$ cat config.mk
export PLATFORM = sky130hd
export DESIGN_NAME = ttb_ctrl
export DESIGN_NICKNAME = d
export VERILOG_FILES = /design/src/sv/ttb_pkg.sv /design/src/sv/ttb_ctrl.sv
export SDC_FILE = /design/constraint.sdc
export NUM_CORES = 1
export LEC_CHECK = 0
export CAP_MARGIN = 10
export CORE_UTILIZATION = 40
export CTS_CLUSTER_SIZE = 16
export DETAILED_ROUTE_END_ITERATION = 7
export DONT_BUFFER_PORTS = 1
export PLACE_DENSITY = 0.6
export SYNTH_ARGS = -nofsm -noshare
export SYNTH_HDL_FRONTEND = slang
export SYNTH_SLANG_ARGS = --single-unit
export TNS_END_PERCENT = 20
$ cat constraint.sdc
create_clock -name clk -period 3.75 [get_ports clk]
set_clock_uncertainty 0.1 [all_clocks]
set_input_delay 0.375 -clock clk [delete_from_list [all_inputs] [get_ports clk]]
set_output_delay 0.375 -clock clk [all_outputs]
set_load 0.1 [all_outputs]
$ cat src/sv/ttb_pkg.sv
`default_nettype none

package ttb_pkg;

  // Field widths
  localparam int IDX_W   = 10;
  localparam int POS_W   = 32;
  localparam int TEX_W   = 18;
  localparam int EXT_W   = 17;
  localparam int VTX_W   = 3 * POS_W + 2 * TEX_W;

  // Datapath widths
  localparam int EDGE_W  = POS_W + 1;
  localparam int DUV_W   = TEX_W + 1;
  localparam int DET_W   = 2 * DUV_W + 1;
  localparam int VEC_W   = 53;
  localparam int MOP_W   = 34;
  localparam int PROD_W  = 2 * MOP_W;
  localparam int NORM_B  = 30;
  localparam int FAST_SH = 4;
  localparam int SQ_W    = 62;
  localparam int ROOT_W  = 63;
  localparam int LEN_W   = 32;
  localparam int REM_W   = 47;
  localparam int QUO_W   = 15;
  localparam int UNIT_W  = 16;
  localparam int DIV_STEPS = 15;
  localparam int CNT_W   = 4;

  // Product pair codes: determinant, then tangent x/y/z, then bitangent x/y/z
  localparam logic [2:0] PAIR_DET  = 3'd0;
  localparam logic [2:0] PAIR_T0   = 3'd1;
  localparam logic [2:0] PAIR_T2   = 3'd3;
  localparam logic [2:0] PAIR_B0   = 3'd4;
  localparam logic [2:0] PAIR_LAST = 3'd6;

  typedef struct packed {
    logic       vtx_wr;
    logic       tri_load;
    logic       rd_en;
    logic [1:0] rd_sel;
    logic       cap_en;
    logic [1:0] cap_sel;
    logic       diff_en;
    logic       mul_en;
    logic       sq_mode;
    logic [2:0] pair;
    logic       half;
    logic [1:0] sq_idx;
    logic       mwr;
    logic       vec;
    logic       nload;
    logic       nshift;
    logic       sum_clr;
    logic       sum_acc;
    logic       sinit;
    logic       sstep;
    logic       dinit;
    logic       dstep;
    logic       dstore;
    logic       out_load;
    logic       deg;
  } ttb_cmd_t;

  typedef struct packed {
    logic det_zero;
    logic mag_zero;
    logic norm_done;
    logic bit_one;
  } ttb_sts_t;

endpackage

`default_nettype wire

$ cat src/sv/ttb_ctrl.sv
`default_nettype none

module ttb_ctrl import ttb_pkg::*; (
  input  logic     clk,
  input  logic     rst_n,
  input  logic     in_tvalid,
  input  logic     in_func,
  output logic     in_tready,
  output logic     out_tvalid,
  input  logic     out_tready,
  input  ttb_sts_t sts,
  output ttb_cmd_t cmd
);

  typedef enum logic [21:0] {
    S_IDLE   = 22'h000001,
    S_RD_A   = 22'h000002,
    S_RD_B   = 22'h000004,
    S_RD_C   = 22'h000008,
    S_RD_W   = 22'h000010,
    S_DIFF   = 22'h000020,
    S_MUL0   = 22'h000040,
    S_MUL1   = 22'h000080,
    S_MWR    = 22'h000100,
    S_DCHK   = 22'h000200,
    S_NLOAD  = 22'h000400,
    S_NSHIFT = 22'h000800,
    S_SQ0    = 22'h001000,
    S_SQ1    = 22'h002000,
    S_SQ2    = 22'h004000,
    S_SQA    = 22'h008000,
    S_SINIT  = 22'h010000,
    S_SQRT   = 22'h020000,
    S_DINIT  = 22'h040000,
    S_DIV    = 22'h080000,
    S_DSTORE = 22'h100000,
    S_FINISH = 22'h200000
  } state_t;

  state_t           state_r, state_nxt;
  logic [2:0]       pair_r, pair_nxt;
  logic             vec_r, vec_nxt;
  logic [CNT_W-1:0] dcnt_r, dcnt_nxt;
  logic             deg_r, deg_nxt;
  logic             out_valid_r, out_valid_nxt;
  logic             in_fire;

  assign in_tready  = (state_r == S_IDLE);
  assign in_fire    = in_tvalid && in_tready;
  assign out_tvalid = out_valid_r;

  // Write load words to the store; sequence one triangle through fetch, products, and two normalizations
  always_comb begin
    state_nxt = state_r;
    pair_nxt  = pair_r;
    vec_nxt   = vec_r;
    dcnt_nxt  = dcnt_r;
    deg_nxt   = deg_r;
    cmd       = '0;
    cmd.pair  = pair_r;
    cmd.vec   = vec_r;
    unique case (state_r)
      S_IDLE: begin
        if (in_fire) begin
          if (in_func) begin
            cmd.tri_load = 1'b1;
            deg_nxt      = 1'b0;
            state_nxt    = S_RD_A;
          end else begin
            cmd.vtx_wr = 1'b1;
          end
        end
      end
      S_RD_A: begin
        cmd.rd_en  = 1'b1;
        cmd.rd_sel = 2'd0;
        state_nxt  = S_RD_B;
      end
      S_RD_B: begin
        cmd.rd_en   = 1'b1;
        cmd.rd_sel  = 2'd1;
        cmd.cap_en  = 1'b1;
        cmd.cap_sel = 2'd0;
        state_nxt   = S_RD_C;
      end
      S_RD_C: begin
        cmd.rd_en   = 1'b1;
        cmd.rd_sel  = 2'd2;
        cmd.cap_en  = 1'b1;
        cmd.cap_sel = 2'd1;
        state_nxt   = S_RD_W;
      end
      S_RD_W: begin
        cmd.cap_en  = 1'b1;
        cmd.cap_sel = 2'd2;
        state_nxt   = S_DIFF;
      end
      S_DIFF: begin
        cmd.diff_en = 1'b1;
        pair_nxt    = PAIR_DET;
        state_nxt   = S_MUL0;
      end
      S_MUL0: begin
        cmd.mul_en = 1'b1;
        state_nxt  = S_MUL1;
      end
      S_MUL1: begin
        cmd.mul_en = 1'b1;
        cmd.half   = 1'b1;
        state_nxt  = S_MWR;
      end
      S_MWR: begin
        cmd.mwr = 1'b1;
        if (pair_r == PAIR_LAST) begin
          state_nxt = S_DCHK;
        end else begin
          pair_nxt  = pair_r + 3'd1;
          state_nxt = S_MUL0;
        end
      end
      S_DCHK: begin
        vec_nxt = 1'b0;
        if (sts.det_zero) begin
          deg_nxt   = 1'b1;
          state_nxt = S_FINISH;
        end else begin
          state_nxt = S_NLOAD;
        end
      end
      S_NLOAD: begin
        cmd.nload = 1'b1;
        state_nxt = S_NSHIFT;
      end
      S_NSHIFT: begin
        if (sts.mag_zero) begin
          deg_nxt   = 1'b1;
          state_nxt = S_FINISH;
        end else if (sts.norm_done) begin
          state_nxt = S_SQ0;
        end else begin
          cmd.nshift = 1'b1;
        end
      end
      S_SQ0: begin
        cmd.mul_en  = 1'b1;
        cmd.sq_mode = 1'b1;
        cmd.sq_idx  = 2'd0;
        cmd.sum_clr = 1'b1;
        state_nxt   = S_SQ1;
      end
      S_SQ1: begin
        cmd.mul_en  = 1'b1;
        cmd.sq_mode = 1'b1;
        cmd.sq_idx  = 2'd1;
        cmd.sum_acc = 1'b1;
        state_nxt   = S_SQ2;
      end
      S_SQ2: begin
        cmd.mul_en  = 1'b1;
        cmd.sq_mode = 1'b1;
        cmd.sq_idx  = 2'd2;
        cmd.sum_acc = 1'b1;
        state_nxt   = S_SQA;
      end
      S_SQA: begin
        cmd.sum_acc = 1'b1;
        state_nxt   = S_SINIT;
      end
      S_SINIT: begin
        cmd.sinit = 1'b1;
        state_nxt = S_SQRT;
      end
      S_SQRT: begin
        cmd.sstep = 1'b1;
        if (sts.bit_one) begin
          state_nxt = S_DINIT;
        end
      end
      S_DINIT: begin
        cmd.dinit = 1'b1;
        dcnt_nxt  = '0;
        state_nxt = S_DIV;
      end
      S_DIV: begin
        cmd.dstep = 1'b1;
        dcnt_nxt  = dcnt_r + CNT_W'(1);
        if (dcnt_r == CNT_W'(DIV_STEPS - 1)) begin
          state_nxt = S_DSTORE;
        end
      end
      S_DSTORE: begin
        cmd.dstore = 1'b1;
        if (vec_r) begin
          state_nxt = S_FINISH;
        end else begin
          vec_nxt   = 1'b1;
          state_nxt = S_NLOAD;
        end
      end
      S_FINISH: begin
        if (!out_valid_r || out_tready) begin
          cmd.out_load = 1'b1;
          cmd.deg      = deg_r;
          state_nxt    = S_IDLE;
        end
      end
      default: state_nxt = S_IDLE;
    endcase
  end

  // Output word valid: set on load, drop when taken
  always_comb begin
    out_valid_nxt = out_valid_r;
    if (cmd.out_load) begin
      out_valid_nxt = 1'b1;
    end else if (out_tready) begin
      out_valid_nxt = 1'b0;
    end
  end

  always_ff @(posedge clk) begin
    if (!rst_n) begin
      state_r     <= S_IDLE;
      pair_r      <= '0;
      vec_r       <= 1'b0;
      dcnt_r      <= '0;
      deg_r       <= 1'b0;
      out_valid_r <= 1'b0;
    end else begin
      state_r     <= state_nxt;
      pair_r      <= pair_nxt;
      vec_r       <= vec_nxt;
      dcnt_r      <= dcnt_nxt;
      deg_r       <= deg_nxt;
      out_valid_r <= out_valid_nxt;
    end
  end

  a_tri_starts: assert property (@(posedge clk) disable iff (!rst_n)
    (state_r == S_IDLE && in_tvalid && in_func) |=> (state_r == S_RD_A))
    else $error("triangle word accepted without starting fetch");

  a_finish_emits: assert property (@(posedge clk) disable iff (!rst_n)
    (state_r == S_FINISH && (!out_valid_r || out_tready)) |=>
    (out_valid_r && state_r == S_IDLE))
    else $error("finished triangle did not produce an output word");

  a_second_vec: assert property (@(posedge clk) disable iff (!rst_n)
    (state_r == S_DSTORE && !vec_r) |=> (state_r == S_NLOAD && vec_r))
    else $error("bitangent pass not started after tangent");

endmodule

`default_nettype wire

## Word-level counts from Yosys, hierarchy flattened

Cells that the tools add are included.

- Muxes and demuxes: 47
- $add $sub $neg: 2
- Reductions and logical operators: 14
- Eq/ne operators: 33

Operator list:

| kind | count |
|---|---|
| $pmux W22 S22 | 1 |
| $mux W22 | 9 |
| $mux W1 | 24 |
| $eq A22 B1 Y1 const B | 1 |
| $eq A22 B10 Y1 const B | 1 |
| $eq A22 B11 Y1 const B | 1 |
| $eq A22 B12 Y1 const B | 1 |
| $eq A22 B13 Y1 const B | 1 |
| $eq A22 B14 Y1 const B | 1 |
| $eq A22 B15 Y1 const B | 1 |
| $eq A22 B16 Y1 const B | 1 |
| $eq A22 B17 Y1 const B | 1 |
| $eq A22 B18 Y1 const B | 1 |
| $eq A22 B19 Y1 const B | 1 |
| $eq A22 B2 Y1 const B | 1 |
| $eq A22 B20 Y1 const B | 1 |
| $eq A22 B21 Y1 const B | 1 |
| $eq A22 B22 Y1 const B | 1 |
| $eq A22 B3 Y1 const B | 1 |
| $eq A22 B4 Y1 const B | 1 |
| $eq A22 B5 Y1 const B | 1 |
| $eq A22 B6 Y1 const B | 1 |
| $eq A22 B7 Y1 const B | 1 |
| $eq A22 B8 Y1 const B | 1 |
| 27 further kinds | 41 |

- Register bits: 32
- Word-level logic and storage cells: 102

## Logic depth before layout (Yosys ltp)

- Depth in word-level cells: 5
- Gate-level depth with buffers: 9

## Worst setup path before layout

Ideal clock, no wire load.

- Path type: flip-flop to output port
- Start: register state_r[9]
- End: output cmd[7] (netlist name)
- Setup slack: -2.832 ns
- Cell stages (with the launch flop): 6
- Arrival time: 6.107 ns
- Data required time: 3.275 ns
- Cells stage by stage: dfxtp_1 buf_2 nor4_4 nand2_1 or3_1 a2111oi_0

RTL lines:

| item | RTL line | text |
|---|---|---|
| start, declared | ttb_ctrl.sv:40 | `state_t state_r, state_nxt;` |
| start signal, assigned | ttb_ctrl.sv:230 | `state_r <= state_nxt;` |
| end, declared | ttb_ctrl.sv:12 | `output ttb_cmd_t cmd` |

==> parameters.txt <==
Parameter                              Value

Floorplanning
  Area enclosed by the die boundary    0.00539 mm^2
  Count of pins on the block boundary    41
  Core area    0.00482 mm^2
  Initial Utilization    42.4%
  Width of the chip    73.4 um
  Die height    73.4 um
  Standard-cell rows    25

Clock network
  Clock edge transition at the registers on the reported setup and hold paths    0.06 ns
  Clock root buffer    sky130_fd_sc_hd__clkbuf_8
  TritonCTS clock tree    built
  Setup fix buffers added after clock tree synthesis    0
  Number of buffers inserted during clock tree synthesis    5
  Maximum level of the CTS H-tree    2
  Clock Latency Late Sink    0.29 ns
  Count of instances resized after the clock tree is built    0
  Number of buffers on the longest clock path    2
  Cts hold-fix bufs    0
  Count of clock tree sinks    32

Routing
  Number of optimization iterations in the first detailed-route pass    4
  Total number of vias    1886
  Routed Antenna Nets    0
  Average wire per standard cell    14.9 um
  Detailed-route DRC error count    0
  Met3 wire len    218 um
  Detailed router's first-iteration violation count    137
  Number of vias per cell    5.56
  Routed length on met1    2280 um
  Top layer in use    met4
  Wire length on met2    2460 um
  Routed Wire Length    5050 um

Power and ir drop
  Power per standard cell area    319 mW/mm^2
  Combinational cell fraction of total power    24.5%
  Sequential Power Share    44.3%
  Sw Ratio    34.8%
  Net Switching    0.280 mW
  Leakage power    1.05 nW
  Internal power summed over all cells    0.524 mW
  Relative contribution of the clock network to total power    31.2%
  Peak ir drop on the vdd network    0.164 mV

Placement
  Quantity of I/O buffers inserted on ports    0
  Placed inst area    0.00244 mm^2
  Worst slack at placement    0.852 ns
  GP Congestion    0.872
  Total half-perimeter wirelength after legalization and detailed placement    3870 um

Final layout
  Number of antenna repair diodes    0
  Post-synthesis to final-layout area growth    23.6%
  Number of nets at the end of the flow    285
  Summed area of non-filler cells in the final layout    0.00252 mm^2
  Layout cells sized above 1    23.9%
  Finished Core Util    52.4%

Synth
  Share of synthesized flip-flops with an asynchronous set or reset    0%
  Sequential area share after synthesis    31.4%
  Mean area per synthesized cell    8.30 um^2
  Synth warnings    0
  Cell type with the highest aggregate area in the netlist    sky130_fd_sc_hd__dfxtp_1
  Synthesized net count    259
  Most common flop cell mapped by yosys    sky130_fd_sc_hd__dfxtp_1
  Synth top area cells    sky130_fd_sc_hd__dfxtp_1, sky130_fd_sc_hd__nor2_1, sky130_fd_sc_hd__nand3_1
  Area share of the leading cell type in the synthesized netlist    31.4%
  Number of instances in the synthesized netlist    246
  Synthesized cell area    0.00204 mm^2
  Flop and latch count out of synthesis    32
  Post-synth EDFFs    0
  Number of distinct library cell variants in the gate-level netlist after synthesis    54

Timing
  Top achievable clock speed    311 MHz
  Ratio of final minimum period to clock period    85.6%
  RSZ-0062 raised after global routing    no
  Max-slew violation count    0
  Final min period    3.21 ns
  Final-report hold violation count    0
  Worst setup margin    0.538 ns
  Setup Total Neg Slack    0 ns
  Relative max-transition margin    31.2%
  Total of endpoints with negative setup slack in the final report    0
  Transition time at the pin with the least slew margin    1.03 ns
  Worst Hold Slack    0.0990 ns

Global routing
  Wire length of the first global-routing pass    8220 um
  Total global routing overflow    0
  All-Layer GR Usage    20.1%
  Largest net degree at the start of global routing    12
  Antenna violations before repair    0
  Number of global-route vias before repair    1715

Critical path
  Required @ worst endpoint    3.27 ns
  Critical R2R Launch    state_r[0]$_SDFFE_PN1P_
  Peak fanout along the critical path    9
  Crit path DAT    2.74 ns
  Crit. Startpoint    state_r[13]$_SDFFE_PN0P_
  Critical path endpoint category    output port
  Worst R2R Setup Slack    0.89 ns
  Endpoint of the worst register-to-register path    state_r[6]$_SDFFE_PN0P_
  Worst R2R Path Depth    7
  Startpoint types    register
  Worst setup endpoint    cmd[24]
  Type of the worst setup path    reg2out

Outcome
  Outcome    complete, no violations

Run
  Max-Cap Viols    0

Worst hold path
  Hold Crit Class    in2reg
==> layout make-up <==
class | count | area, um^2
tap | 67 | 83.8
inverter | 13 | 48.8
clock inverter | 1 | 5.00
clock buffer | 6 | 72.6
timing repair buffer | 30 | 283
sequential | 32 | 641
multi-input combinational | 190 | 1390
fill | 466 | 2290
==> per-stage QoR <==
stage | power (mW) | instances
floorplan | 0.509 | 246
global placement | 0.558 | 332
detailed placement | 0.559 | 332
CTS | 0.809 | 339
global route | 0.837 | 339
finish | 0.804 | 339
==> cell families (layout without fill, tap and decap cells) <==
logic type	Yosys count	count (layout)	synth area share, %
compound gates	33	33	11.0
xor+xnor	6	6	2.58
fa+ha+maj	4	4	2.45
buf+inv	24	50	5.70
flops	32	32	31.4
mux	2	2	0.981
simple gates	145	145	45.9
==> worst max-delay path, cell delays in order, from the launching register on <==
cell	delay, ns
sky130_fd_sc_hd__dfxtp_1	0.44
sky130_fd_sc_hd__nor4_4	0.49
sky130_fd_sc_hd__nand4_4	0.23
sky130_fd_sc_hd__or3_4	0.40
sky130_fd_sc_hd__or4b_4	0.51
sky130_fd_sc_hd__nand3_1	0.10
sky130_fd_sc_hd__buf_4	0.29
==> synth_stat cells, drive strengths merged (4+ instances only) <==
| cell | number |
|---|---|
| nor3 | 12 |
| nor4 | 12 |
| and3b | 6 |
| nand4 | 5 |
| or3 | 5 |
| nand3 | 18 |
| a21oi | 8 |
| ha | 4 |
| buf | 8 |
| and3 | 4 |
| nor4b | 7 |
| nand2b | 9 |
| o21ai | 7 |
| inv | 12 |
| nor3b | 4 |
| dfxtp | 32 |
| xor2 | 6 |
| nor2 | 30 |
| nand2 | 18 |
==> per-layer routing <==
| layer | vias up | track usage, % |
|---|---|---|
| met5 | - | 0 |
| met4 | 0 | 8.33 |
| met3 | 10 | 3.70 |
| met2 | 39 | 33.7 |
| met1 | 887 | 25.4 |
| li1 | 950 | - |
==> sequential cells by signal, indices dropped and copies added (netlist names) <==
name,count
state_r,22
out_tvalid,1
vec_r,1
dcnt_r,4
deg_r,1
pair_r,3
==> worst min path at each step <==
stage,to,slack [ns],cells past startpoint,from
after floorplan,deg_r$_SDFFE_PN0P_,0.34,2,deg_r$_SDFFE_PN0P_
after global placement,deg_r$_SDFFE_PN0P_,0.39,2,deg_r$_SDFFE_PN0P_
after detailed placement,state_r[17]$_SDFFE_PN0P_,0.40,2,rst_n
after CTS,state_r[17]$_SDFFE_PN0P_,0.1,2,rst_n
after global routing,state_r[19]$_SDFFE_PN0P_,0.10,1,rst_n
final,state_r[17]$_SDFFE_PN0P_,0.1,2,rst_n
==> cell usage in the layout (no fill, tap or decap), drive strengths merged, types with 2 or more instances in the layout <==
master and count:
clkbuf 7, nor4b 7, or3 5, dfxtp 32, and3b 6, nor3b 4, nor3 12, a21oi 8
o21a 3, nand2b 9, o21ai 7, inv 12, xor2 6, nor4 12, a41o 2, or4 3
nand3b 2, ha 4, and3 4, nand2 18, buf 29, clkinv 2, mux2i 2, nand3 18
nand4b 2, nand4 5, a2bb2oi 3, nor2b 2, or2 2, nor2 30
==> power by group through the flow <==
stage               registers, mW  logic (mW)  clock network (mW)
floorplan                   0.360       0.149                   0
global placement            0.363       0.195                   0
detailed placement          0.363       0.196                   0
CTS                         0.355       0.197               0.256
global route                0.357       0.210               0.271
finish                      0.356       0.197               0.251
Power figures use the tool's default switching activity.
